==> config.mk <==
export PLATFORM = sky130hd
export DESIGN_NAME = segment_rank_by_count_top_flat
export DESIGN_NICKNAME = d
export VERILOG_FILES = /design/src/rtl/srbc_pkg.sv /design/src/rtl/srbc_ifs.sv /design/src/rtl/srbc_ctrl.sv /design/src/rtl/srbc_dp.sv /design/src/rtl/segment_rank_by_count_top.sv /design/src/flat_wrapper.sv
export SDC_FILE = /design/constraint.sdc
export NUM_CORES = 2
export LEC_CHECK = 0
export BUFFER_PORTS_ARGS = -buffer_cell sky130_fd_sc_hd__buf_4
export CORE_ASPECT_RATIO = 1.2
export CORE_MARGIN = 3
export CORE_UTILIZATION = 60
export CTS_CLUSTER_DIAMETER = 150
export DETAILED_ROUTE_END_ITERATION = 8
export HOLD_SLACK_MARGIN = 0.03
export PLACE_DENSITY = 0.76
export SYNTH_ARGS = -nofsm -noshare
export SYNTH_HDL_FRONTEND = slang
export SYNTH_SLANG_ARGS = --single-unit
==> constraint.sdc <==
create_clock -name clk -period 8.9 [get_ports clk]
set_input_delay 0 -clock clk [delete_from_list [all_inputs] [get_ports clk]]
set_output_delay 0 -clock clk [all_outputs]
set_load 0.03 [all_outputs]
==> src/rtl/srbc_pkg.sv <==
// Shared constants, types and helpers for the segment ranking block.
// Used by the channel interfaces, controller, datapath and top level.
package srbc_pkg;

	localparam int MAX_SEGMENTS = 64;
	localparam int COUNT_BITS   = 24;
	localparam int ID_W         = $clog2(MAX_SEGMENTS);
	localparam int SEG_IN_W     = 8;
	localparam int NSEG_W       = 6;
	localparam int RANK_ID_W    = 6;
	localparam int OUT_COUNT_W  = 24;
	localparam int KEY_W        = COUNT_BITS + ID_W;
	localparam logic [NSEG_W-1:0] NSEG_RESET = NSEG_W'(63);

	typedef logic [ID_W-1:0]       seg_idx_t;
	typedef logic [COUNT_BITS-1:0] count_t;
	typedef logic [KEY_W-1:0]      rank_key_t;

	typedef enum logic [2:0] {
		ST_IDLE,
		ST_DRAIN,
		ST_SCAN,
		ST_TAIL,
		ST_EMIT,
		ST_CLEAR
	} ctrl_state_t;

	// controller -> datapath
	typedef struct packed {
		logic in_take;
		logic scan_clr;
		logic scan_en;
		logic emit;
		logic hist_clear;
	} dp_cmd_t;

	// datapath -> controller
	typedef struct packed {
		logic scan_last;
		logic found;
		logic more;
		logic out_free;
	} dp_sts_t;

	function automatic count_t sat_inc(input count_t c);
		return (c == '1) ? c : count_t'(c + count_t'(1));
	endfunction

endpackage

==> src/rtl/srbc_ifs.sv <==
// Valid/ready channel interfaces: point beats in, ranked result beats out.
// Depends on srbc_pkg for field widths.
interface srbc_pt_if;
	logic                           valid;
	logic                           ready;
	logic [srbc_pkg::SEG_IN_W-1:0]  segment_id;
	logic                           last_point;

	modport source (output valid, output segment_id, output last_point, input ready);
	modport sink   (input valid, input segment_id, input last_point, output ready);
endinterface

interface srbc_rank_if;
	logic                              valid;
	logic                              ready;
	logic [srbc_pkg::RANK_ID_W-1:0]    ranked_segment;
	logic [srbc_pkg::OUT_COUNT_W-1:0]  point_count;
	logic                              dropped_any;
	logic                              last_rank;

	modport source (output valid, output ranked_segment, output point_count,
		output dropped_any, output last_rank, input ready);
	modport sink   (input valid, input ranked_segment, input point_count,
		input dropped_any, input last_rank, output ready);
endinterface

==> src/rtl/srbc_ctrl.sv <==
// Controller state machine: counting, ranking passes, emit and clear.
// Depends on srbc_pkg for the state enum and command/status structs.
module srbc_ctrl (
	input  logic              clk,
	input  logic              arst_n,
	input  logic              in_valid,
	input  logic              in_last,
	output logic              in_ready,
	input  srbc_pkg::dp_sts_t sts,
	output srbc_pkg::dp_cmd_t cmd
);

	srbc_pkg::ctrl_state_t state_q, state_d;

	always_ff @(posedge clk or negedge arst_n) begin
		if (!arst_n) begin
			state_q <= srbc_pkg::ST_IDLE;
		end else begin
			state_q <= state_d;
		end
	end

	always_comb begin
		state_d = state_q;
		unique case (state_q)
			srbc_pkg::ST_IDLE: begin
				if (in_valid && in_last) state_d = srbc_pkg::ST_DRAIN;
			end
			srbc_pkg::ST_DRAIN: state_d = srbc_pkg::ST_SCAN;
			srbc_pkg::ST_SCAN: begin
				if (sts.scan_last) state_d = srbc_pkg::ST_TAIL;
			end
			srbc_pkg::ST_TAIL: state_d = srbc_pkg::ST_EMIT;
			srbc_pkg::ST_EMIT: begin
				if (!sts.found) state_d = srbc_pkg::ST_CLEAR;
				else if (sts.out_free)
					state_d = sts.more ? srbc_pkg::ST_SCAN : srbc_pkg::ST_CLEAR;
			end
			srbc_pkg::ST_CLEAR: state_d = srbc_pkg::ST_IDLE;
			default: state_d = srbc_pkg::ST_IDLE;
		endcase
	end

	always_comb begin
		in_ready       = 1'b0;
		cmd            = '0;
		unique case (state_q)
			srbc_pkg::ST_IDLE: begin
				in_ready    = 1'b1;
				cmd.in_take = in_valid;
			end
			srbc_pkg::ST_DRAIN: cmd.scan_clr = 1'b1;
			srbc_pkg::ST_SCAN:  cmd.scan_en  = 1'b1;
			srbc_pkg::ST_TAIL: ;
			srbc_pkg::ST_EMIT: begin
				cmd.emit     = sts.found && sts.out_free;
				cmd.scan_clr = sts.found && sts.out_free && sts.more;
			end
			srbc_pkg::ST_CLEAR: cmd.hist_clear = 1'b1;
			default: ;
		endcase
	end

endmodule

==> src/rtl/srbc_dp.sv <==
// Datapath: histogram memory with increment pipeline, ranking scan, result register.
// Depends on srbc_pkg for widths, key type and command/status structs.
module srbc_dp (
	input  logic                              clk,
	input  logic                              arst_n,
	input  logic                              cfg_we,
	input  logic [srbc_pkg::NSEG_W-1:0]       cfg_wdata,
	input  logic [srbc_pkg::SEG_IN_W-1:0]     in_id,
	input  srbc_pkg::dp_cmd_t                 cmd,
	output srbc_pkg::dp_sts_t                 sts,
	input  logic                              out_ready,
	output logic                              out_valid,
	output logic [srbc_pkg::RANK_ID_W-1:0]    out_segment,
	output logic [srbc_pkg::OUT_COUNT_W-1:0]  out_count,
	output logic                              out_dropped,
	output logic                              out_last
);

	srbc_pkg::count_t hist_mem [srbc_pkg::MAX_SEGMENTS];
	logic [srbc_pkg::MAX_SEGMENTS-1:0] hist_vld_q;

	logic [srbc_pkg::NSEG_W-1:0] num_seg_q;
	logic                        drop_q;

	logic               in_range;
	srbc_pkg::seg_idx_t rd_addr;
	srbc_pkg::count_t   rd_q;

	// increment pipeline
	logic               cnt_vld_s1;
	srbc_pkg::seg_idx_t cnt_id_s1;
	logic               fwd_vld_q;
	srbc_pkg::seg_idx_t fwd_id_q;
	srbc_pkg::count_t   fwd_val_q;
	srbc_pkg::count_t   cnt_base;
	srbc_pkg::count_t   cnt_new;

	// ranking scan
	srbc_pkg::seg_idx_t scan_idx_q;
	logic               cmp_vld_s1;
	srbc_pkg::seg_idx_t cmp_id_s1;
	logic               cmp_hv_s1;
	srbc_pkg::count_t   cmp_cnt;
	srbc_pkg::rank_key_t cmp_key;
	logic               cmp_listed;
	logic               cmp_cand;
	srbc_pkg::rank_key_t best_key_q;
	logic               found_q;
	logic               more_q;
	srbc_pkg::rank_key_t bound_key_q;
	logic               bound_ok_q;

	logic out_vld_q;

	assign in_range = ({1'b0, in_id} < (srbc_pkg::SEG_IN_W + 1)'(srbc_pkg::MAX_SEGMENTS));
	assign rd_addr  = cmd.scan_en ? scan_idx_q : in_id[srbc_pkg::ID_W-1:0];

	// memory: one write port, one registered read port
	always_ff @(posedge clk) begin
		if (cnt_vld_s1) hist_mem[cnt_id_s1] <= cnt_new;
		rd_q <= hist_mem[rd_addr];
	end

	assign cnt_base = (fwd_vld_q && (fwd_id_q == cnt_id_s1)) ? fwd_val_q :
		(hist_vld_q[cnt_id_s1] ? rd_q : '0);
	assign cnt_new  = srbc_pkg::sat_inc(cnt_base);

	always_ff @(posedge clk or negedge arst_n) begin
		if (!arst_n) begin
			cnt_vld_s1 <= 1'b0;
			fwd_vld_q  <= 1'b0;
			hist_vld_q <= '0;
			drop_q     <= 1'b0;
			num_seg_q  <= srbc_pkg::NSEG_RESET;
		end else begin
			cnt_vld_s1 <= cmd.in_take && in_range;
			fwd_vld_q  <= cnt_vld_s1;
			if (cfg_we) num_seg_q <= cfg_wdata;
			if (cmd.hist_clear) begin
				hist_vld_q <= '0;
				drop_q     <= 1'b0;
			end else begin
				if (cnt_vld_s1) hist_vld_q[cnt_id_s1] <= 1'b1;
				if (cmd.in_take && !in_range) drop_q <= 1'b1;
			end
		end
	end

	always_ff @(posedge clk) begin
		cnt_id_s1 <= in_id[srbc_pkg::ID_W-1:0];
		fwd_id_q  <= cnt_id_s1;
		fwd_val_q <= cnt_new;
		cmp_id_s1 <= scan_idx_q;
		cmp_hv_s1 <= hist_vld_q[scan_idx_q];
	end

	// compare stage: best key strictly below the previous winner
	assign cmp_cnt    = cmp_hv_s1 ? rd_q : '0;
	assign cmp_key    = {cmp_cnt, cmp_id_s1};
	assign cmp_listed = (cmp_cnt != '0) || ((cmp_id_s1 != '0) &&
		({1'b0, cmp_id_s1} <= {1'b0, num_seg_q}));
	assign cmp_cand   = cmp_vld_s1 && cmp_listed && (!bound_ok_q || (cmp_key < bound_key_q));

	always_ff @(posedge clk or negedge arst_n) begin
		if (!arst_n) begin
			scan_idx_q <= '0;
			cmp_vld_s1 <= 1'b0;
			found_q    <= 1'b0;
			more_q     <= 1'b0;
			bound_ok_q <= 1'b0;
		end else begin
			cmp_vld_s1 <= cmd.scan_en;
			if (cmd.scan_clr) begin
				scan_idx_q <= '0;
				found_q    <= 1'b0;
				more_q     <= 1'b0;
			end else begin
				if (cmd.scan_en) scan_idx_q <= srbc_pkg::seg_idx_t'(scan_idx_q + 1'b1);
				if (cmp_cand) begin
					found_q <= 1'b1;
					more_q  <= more_q | found_q;
				end
			end
			if (cmd.hist_clear) bound_ok_q <= 1'b0;
			else if (cmd.emit)  bound_ok_q <= 1'b1;
		end
	end

	always_ff @(posedge clk) begin
		if (cmp_cand && (!found_q || (cmp_key > best_key_q))) best_key_q <= cmp_key;
		if (cmd.emit) bound_key_q <= best_key_q;
	end

	// result register
	always_ff @(posedge clk or negedge arst_n) begin
		if (!arst_n) begin
			out_vld_q <= 1'b0;
		end else if (cmd.emit) begin
			out_vld_q <= 1'b1;
		end else if (out_ready) begin
			out_vld_q <= 1'b0;
		end
	end

	always_ff @(posedge clk) begin
		if (cmd.emit) begin
			out_segment <= srbc_pkg::RANK_ID_W'(best_key_q[srbc_pkg::ID_W-1:0]);
			out_count   <= srbc_pkg::OUT_COUNT_W'(best_key_q[srbc_pkg::KEY_W-1:srbc_pkg::ID_W]);
			out_dropped <= drop_q;
			out_last    <= !more_q;
		end
	end

	assign out_valid     = out_vld_q;
	assign sts.scan_last = (scan_idx_q == srbc_pkg::seg_idx_t'(srbc_pkg::MAX_SEGMENTS - 1));
	assign sts.found     = found_q;
	assign sts.more      = more_q;
	assign sts.out_free  = !out_vld_q || out_ready;

endmodule

==> src/rtl/segment_rank_by_count_top.sv <==
// Top level of the segment ranking block: wires controller and datapath to the channels.
// Depends on srbc_pkg, srbc_ifs, srbc_ctrl and srbc_dp.
//
//  channel  | dir | beat contents
//  ---------+-----+------------------------------------------------------------
//  points   | in  | segment_id, last_point
//  ranks    | out | ranked_segment, point_count, dropped_any, last_rank
//  cfg      | in  | cfg_we / cfg_wdata -> num_segments (no read-back)
//
// Counting takes one point beat per cycle; a read-modify-write pipeline on the
// histogram memory forwards back-to-back hits on the same id.
// A last point leads into a drain step, then each ranked result takes one full
// scan of the 64-entry histogram through its single read port, then a tail and
// an emit step, plus a clear step at the end of the run.
// The result register frees the next scan while a beat waits on ranks.ready;
// a stall only holds the emit step. Reset clears all counts and the drop flag.
module segment_rank_by_count_top (
	input  logic                          clk,
	input  logic                          arst_n,
	input  logic                          cfg_we,
	input  logic [srbc_pkg::NSEG_W-1:0]   cfg_wdata,
	srbc_pt_if.sink                       points,
	srbc_rank_if.source                   ranks
);

	srbc_pkg::dp_cmd_t cmd;
	srbc_pkg::dp_sts_t sts;

	// controller: sequence counting, ranking passes and clear
	srbc_ctrl u_ctrl (
		.clk      (clk),
		.arst_n   (arst_n),
		.in_valid (points.valid),
		.in_last  (points.last_point),
		.in_ready (points.ready),
		.sts      (sts),
		.cmd      (cmd)
	);

	// datapath: histogram, scan compare, result register
	srbc_dp u_dp (
		.clk         (clk),
		.arst_n      (arst_n),
		.cfg_we      (cfg_we),
		.cfg_wdata   (cfg_wdata),
		.in_id       (points.segment_id),
		.cmd         (cmd),
		.sts         (sts),
		.out_ready   (ranks.ready),
		.out_valid   (ranks.valid),
		.out_segment (ranks.ranked_segment),
		.out_count   (ranks.point_count),
		.out_dropped (ranks.dropped_any),
		.out_last    (ranks.last_rank)
	);

`ifndef SYNTHESIS
	// a last point closes the input until the run is over
	a_last_blocks_input: assert property (@(posedge clk) disable iff (!arst_n)
		(points.valid && points.ready && points.last_point) |=> !points.ready)
		else $error("point beat taken right after a last point");

	// never overwrite a result that is still waiting
	a_emit_needs_room: assert property (@(posedge clk) disable iff (!arst_n)
		cmd.emit |-> sts.out_free)
		else $error("result register overwritten while full");

	// scan reads and point counting never share the memory port
	a_scan_vs_count: assert property (@(posedge clk) disable iff (!arst_n)
		(points.valid && points.ready) |-> !cmd.scan_en)
		else $error("scan read while taking a point beat");
`endif

endmodule
==> src/flat_wrapper.sv <==
// flat-port wrapper written by rule: the top's interface ports become plain ports
module segment_rank_by_count_top_flat 
  (clk, arst_n, cfg_we, cfg_wdata, points_valid, points_segment_id, points_last_point, points_ready, ranks_valid, ranks_ranked_segment, ranks_point_count, ranks_dropped_any, ranks_last_rank, ranks_ready);
  srbc_pt_if points_i ();
  srbc_rank_if ranks_i ();
  input  logic clk;
  input  logic arst_n;
  input  logic cfg_we;
  input  logic [srbc_pkg::NSEG_W-1:0] cfg_wdata;
  input wire logic [$bits(points_i.valid)-1:0] points_valid;
  input wire logic [$bits(points_i.segment_id)-1:0] points_segment_id;
  input wire logic [$bits(points_i.last_point)-1:0] points_last_point;
  output wire logic [$bits(points_i.ready)-1:0] points_ready;
  output wire logic [$bits(ranks_i.valid)-1:0] ranks_valid;
  output wire logic [$bits(ranks_i.ranked_segment)-1:0] ranks_ranked_segment;
  output wire logic [$bits(ranks_i.point_count)-1:0] ranks_point_count;
  output wire logic [$bits(ranks_i.dropped_any)-1:0] ranks_dropped_any;
  output wire logic [$bits(ranks_i.last_rank)-1:0] ranks_last_rank;
  input wire logic [$bits(ranks_i.ready)-1:0] ranks_ready;
  assign points_i.valid = points_valid;
  assign points_i.segment_id = points_segment_id;
  assign points_i.last_point = points_last_point;
  assign points_ready = points_i.ready;
  assign ranks_valid = ranks_i.valid;
  assign ranks_ranked_segment = ranks_i.ranked_segment;
  assign ranks_point_count = ranks_i.point_count;
  assign ranks_dropped_any = ranks_i.dropped_any;
  assign ranks_last_rank = ranks_i.last_rank;
  assign ranks_i.ready = ranks_ready;
  segment_rank_by_count_top u_core (.clk(clk), .arst_n(arst_n), .cfg_we(cfg_we), .cfg_wdata(cfg_wdata), .points(points_i), .ranks(ranks_i));
endmodule
==> results.sh <==
export IMPL_final_max_slew_violation_count=0
export IMPL_fin_skew_ns=0.0277
export IMPL_antenna_found_initial=8
export IMPL_die_h_um=379
export IMPL_final_hold_violation_count=0
export IMPL_ys_ff_latch=1752
export IMPL_num_rows=136
export IMPL_ys_seq_area_frac=0.739
export IMPL_worstRegToRegCells=13
export IMPL_htree_levels=4
export IMPL_final_nets=3903
export IMPL_synthTopCellsByArea="edfxtp_1 69%, mux4_2 13%, dfrtp_1 2.9%"
export IMPL_synth_largest_area_cell="edfxtp_1"
export IMPL_avgRoutedWirePerCell_um=31.5
export IMPL_finalWeightedCongestion=0.968
export IMPL_crit_chain="buf_4, mux4_2, o21ba_1, nor4_4, a31oi_4, a22o_1, ha_1, o2111ai_1, nor3b_2, a211oi_2, nand3_1, xor2_4, buf_4"
export IMPL_crit_top_cell="buf_4"
export IMPL_ant_nets=0
export IMPL_maxCapViolations=0
export IMPL_clock_path_buffers=3
export IMPL_grtUsageMet3=0.0528
export IMPL_vdd_ir_drop_max_mv=0.153
export IMPL_min_period_ns=6.06
export IMPL_vias=36792
export IMPL_endpoint_kind="flip-flop"
export IMPL_hold_start="points_last_point"
export IMPL_start_util=0.607
export IMPL_cts_resized=0
export IMPL_status="completed"
export IMPL_netlist_area_um2=69700
export IMPL_yosysMostFrequentCell="edfxtp_1"
export IMPL_crit_path_max_incr_delay_ns=0.80
export IMPL_worst_setup_path_type="reg -> reg"
export IMPL_clock_fmax_mhz=165
export IMPL_drt_initial_drc_count=4342
export IMPL_busiest_layer="met2"
export IMPL_synth_net_count=3720
export IMPL_synth_common_cells="1598 x edfxtp_1, 412 x mux4_2, 236 x nand2_1"
export IMPL_r2r_start="u_core.u_dp.cnt_id_s1[0]"
export IMPL_layout_drive_gt1_share=0.236
export IMPL_drt_total_wl_mm=172
export IMPL_synthArstFlopShare=0.0497
export IMPL_hold_depth=6
export IMPL_setup_viol=0
export IMPL_slew_headroom=0.134
export IMPL_p_per_area_nw_per_um2=243
export IMPL_hold_path_class="in -> reg"
export IMPL_synth_cell_types=83
export IMPL_synth_edf_count=1598
export IMPL_synth_area_per_cell_um2=19.2
export IMPL_dr_pass1_iters=5
export IMPL_clkSlewWorstSetupHoldPaths_ns=0.07
export IMPL_die_area_um2=120000
export IMPL_via_per_inst=6.73
export IMPL_overflow=0
export IMPL_cts_sinks=1752
export IMPL_synth_top_flop_cell="edfxtp_1"
export IMPL_use_met1=0.387
export IMPL_ios=54
export IMPL_grt_pass1_vias=37474
export IMPL_grt_use_total=0.293
export IMPL_synth_top_area_frac=0.688
export IMPL_worstPathRequired_ns=9.45
export IMPL_grtUsageMet2=0.475
export IMPL_place_inst=5125
export IMPL_worst_path_max_delay_cell="xor2_4"
export IMPL_grt_max_degree=145
export IMPL_setup_tns_ns=0
export IMPL_area_delta_synth_final_pct=12.1
export IMPL_arrival_ns=6.61
export IMPL_r2r_end="u_core.u_dp.hist_mem[52][6]"
export IMPL_dieWidth_um=317
export IMPL_worst_slew_pin_slew_ns=1.29
export IMPL_clock_latency_ns=0.79
export IMPL_startpoint_type="flip-flop"
export IMPL_syn_inst=3633
export IMPL_reg2reg_slack_ns=2.84
export IMPL_cts_tree="yes"
export IMPL_fin_cells=5464
export IMPL_leakage_nw=28.4
export IMPL_core_um2=115000
export IMPL_root_buffer="clkbuf_16"
export IMPL_port_buffers=53
export IMPL_place_hpwl_mm=91.5
export IMPL_holdPathEnd="u_core.u_ctrl.state_q[0]"
export IMPL_crit_buf_inv=2
export IMPL_synth_warnings=0
export IMPL_critPathMaxFanout=34
export IMPL_cts_made_buffers=159
export IMPL_critPathTopFamily="compound AO/OA/AOI/OAI gates"
export IMPL_grt_setup_unrepaired="no"
export IMPL_fin_crit_sh=0.680
export IMPL_holdWs_ns=0.251
export IMPL_drc=0
export IMPL_grt_pass1_wl_mm=251
-- flip-flops by register name, summed over array words and instances (netlist names), 3 cells and up --
| signal | count |
|---|---|
| u_core.u_dp.hist_mem | 1536 |
| u_core.u_dp.hist_vld_q | 64 |
| u_core.u_dp.best_key_q | 30 |
| u_core.u_dp.bound_key_q | 30 |
| u_core.u_dp.fwd_val_q | 24 |
| u_core.u_dp.rd_q | 24 |
| u_core.u_dp.cmp_id_s1 | 6 |
| u_core.u_dp.cnt_id_s1 | 6 |
| u_core.u_dp.fwd_id_q | 6 |
| u_core.u_dp.num_seg_q | 6 |
| u_core.u_dp.scan_idx_q | 6 |
| u_core.u_ctrl.state_q | 3 |
-- per-layer routing --
layer	up-vias	part of all wire
li1	15135	-
met1	19235	0.37
met2	2004	0.50
met3	414	0.086
met4	4	0.053
met5	-	0.00015
-- worst reg2reg max path: cells and delay by family (launching register included) --
kind | cells | cell delay (ns)
adder cells (fa/ha/maj) | 1 | 0.27
AND/OR/NAND/NOR | 3 | 1.01
AO/OA/AOI/OAI | 5 | 1.71
flip-flops | 1 | 0.69
multiplexers | 1 | 0.51
XOR/XNOR | 1 | 0.80
buffers and inverters | 2 | 0.80
-- where the power goes --
part           leakage (nW)  switching, mW  internal [mW]  total [mW]
registers              18.9          0.181           9.13        9.31
clock network          2.38           2.90           3.59        6.49
logic                  7.14           1.98           1.23        3.21
-- layout make-up --
type | instances | area (um^2)
Clock buffer | 206 | 4260
Tap cell | 1518 | 1900
Fill cell | 7034 | 36700
Multi-Input combinational cell | 1603 | 17600
Sequential cell | 1752 | 51500
Antenna cell | 7 | 17.5
Inverter | 73 | 274
Clock inverter | 78 | 633
Timing Repair Buffer | 227 | 1940
-- logic make-up (layout without fill, tap and decap cells) --
family | Yosys count | in the layout | share of synthesized area
muxes | 436 | 436 | 0.137
other | 0 | 7 | 0
DFF | 1752 | 1752 | 0.739
adders and majority gates | 67 | 67 | 0.0120
AOI/OAI and AO/OA | 485 | 485 | 0.0501
xor gates and xnor gates | 28 | 28 | 0.00352
buffers and inverters | 278 | 584 | 0.0166
and+or+nand+nor | 587 | 587 | 0.0422
-- placed cells by master (no fill, tap or decap), drive strengths merged, types with 21 or more instances in the layout --
| cell | synthesis | routed |
|---|---|---|
| dlygate4sd3 | 0 | 48 |
| nand2 | 236 | 236 |
| a21o | 26 | 26 |
| inv | 73 | 81 |
| clkinv | 0 | 59 |
| dfrtp | 81 | 81 |
| nor2 | 92 | 92 |
| o21a | 74 | 74 |
| dfxtp | 67 | 67 |
| a211oi | 124 | 124 |
| a311oi | 54 | 54 |
| a21oi | 75 | 75 |
| clkbuf | 135 | 206 |
| mux4 | 412 | 412 |
| nand3 | 21 | 21 |
| ha | 67 | 67 |
| edfxtp | 1598 | 1598 |
| o21ai | 26 | 26 |
| a31oi | 58 | 58 |
| buf | 70 | 179 |
| and2 | 127 | 127 |
-- timing repair --
action / CTS / global route
hold endpoints to repair: 161 / 0
hold buffers: 48 / 0
buffers inserted: 0 / 0
-- how the worst max path moves through the flow --
stage                        startpoint                      endpoint  slack [ns]  cells after the start
6_report       u_core.u_dp.cnt_id_s1[0]   u_core.u_dp.hist_mem[52][6]        2.84                     13
5_1_grt        u_core.u_dp.cnt_id_s1[0]  u_core.u_dp.hist_mem[60][11]        2.54                     13
4_1_cts        u_core.u_dp.cnt_id_s1[0]   u_core.u_dp.hist_mem[52][6]        2.95                     13
3_5_place_dp   u_core.u_dp.cnt_id_s1[0]   u_core.u_dp.hist_mem[63][6]        2.97                     13
3_3_place_gp   u_core.u_dp.cnt_id_s1[0]  u_core.u_dp.hist_mem[31][11]        3.15                     13
2_1_floorplan  u_core.u_dp.cnt_id_s1[4]   u_core.u_dp.hist_mem[0][20]        2.21                     13
-- metrics by stage --
stage	instance area, um^2	utilization	setup slack [ns]	power (mW)
3_5_place_dp	72700	0.633	2.97	12.7
2_1_floorplan	69700	-	2.21	11.6
6_report	78100	0.680	2.84	19.0
3_3_place_gp	72700	0.633	3.15	12.6
5_1_grt	78100	0.680	2.54	19.6
4_1_cts	78100	0.680	2.95	19.1
Power figures use the tool's default switching activity.
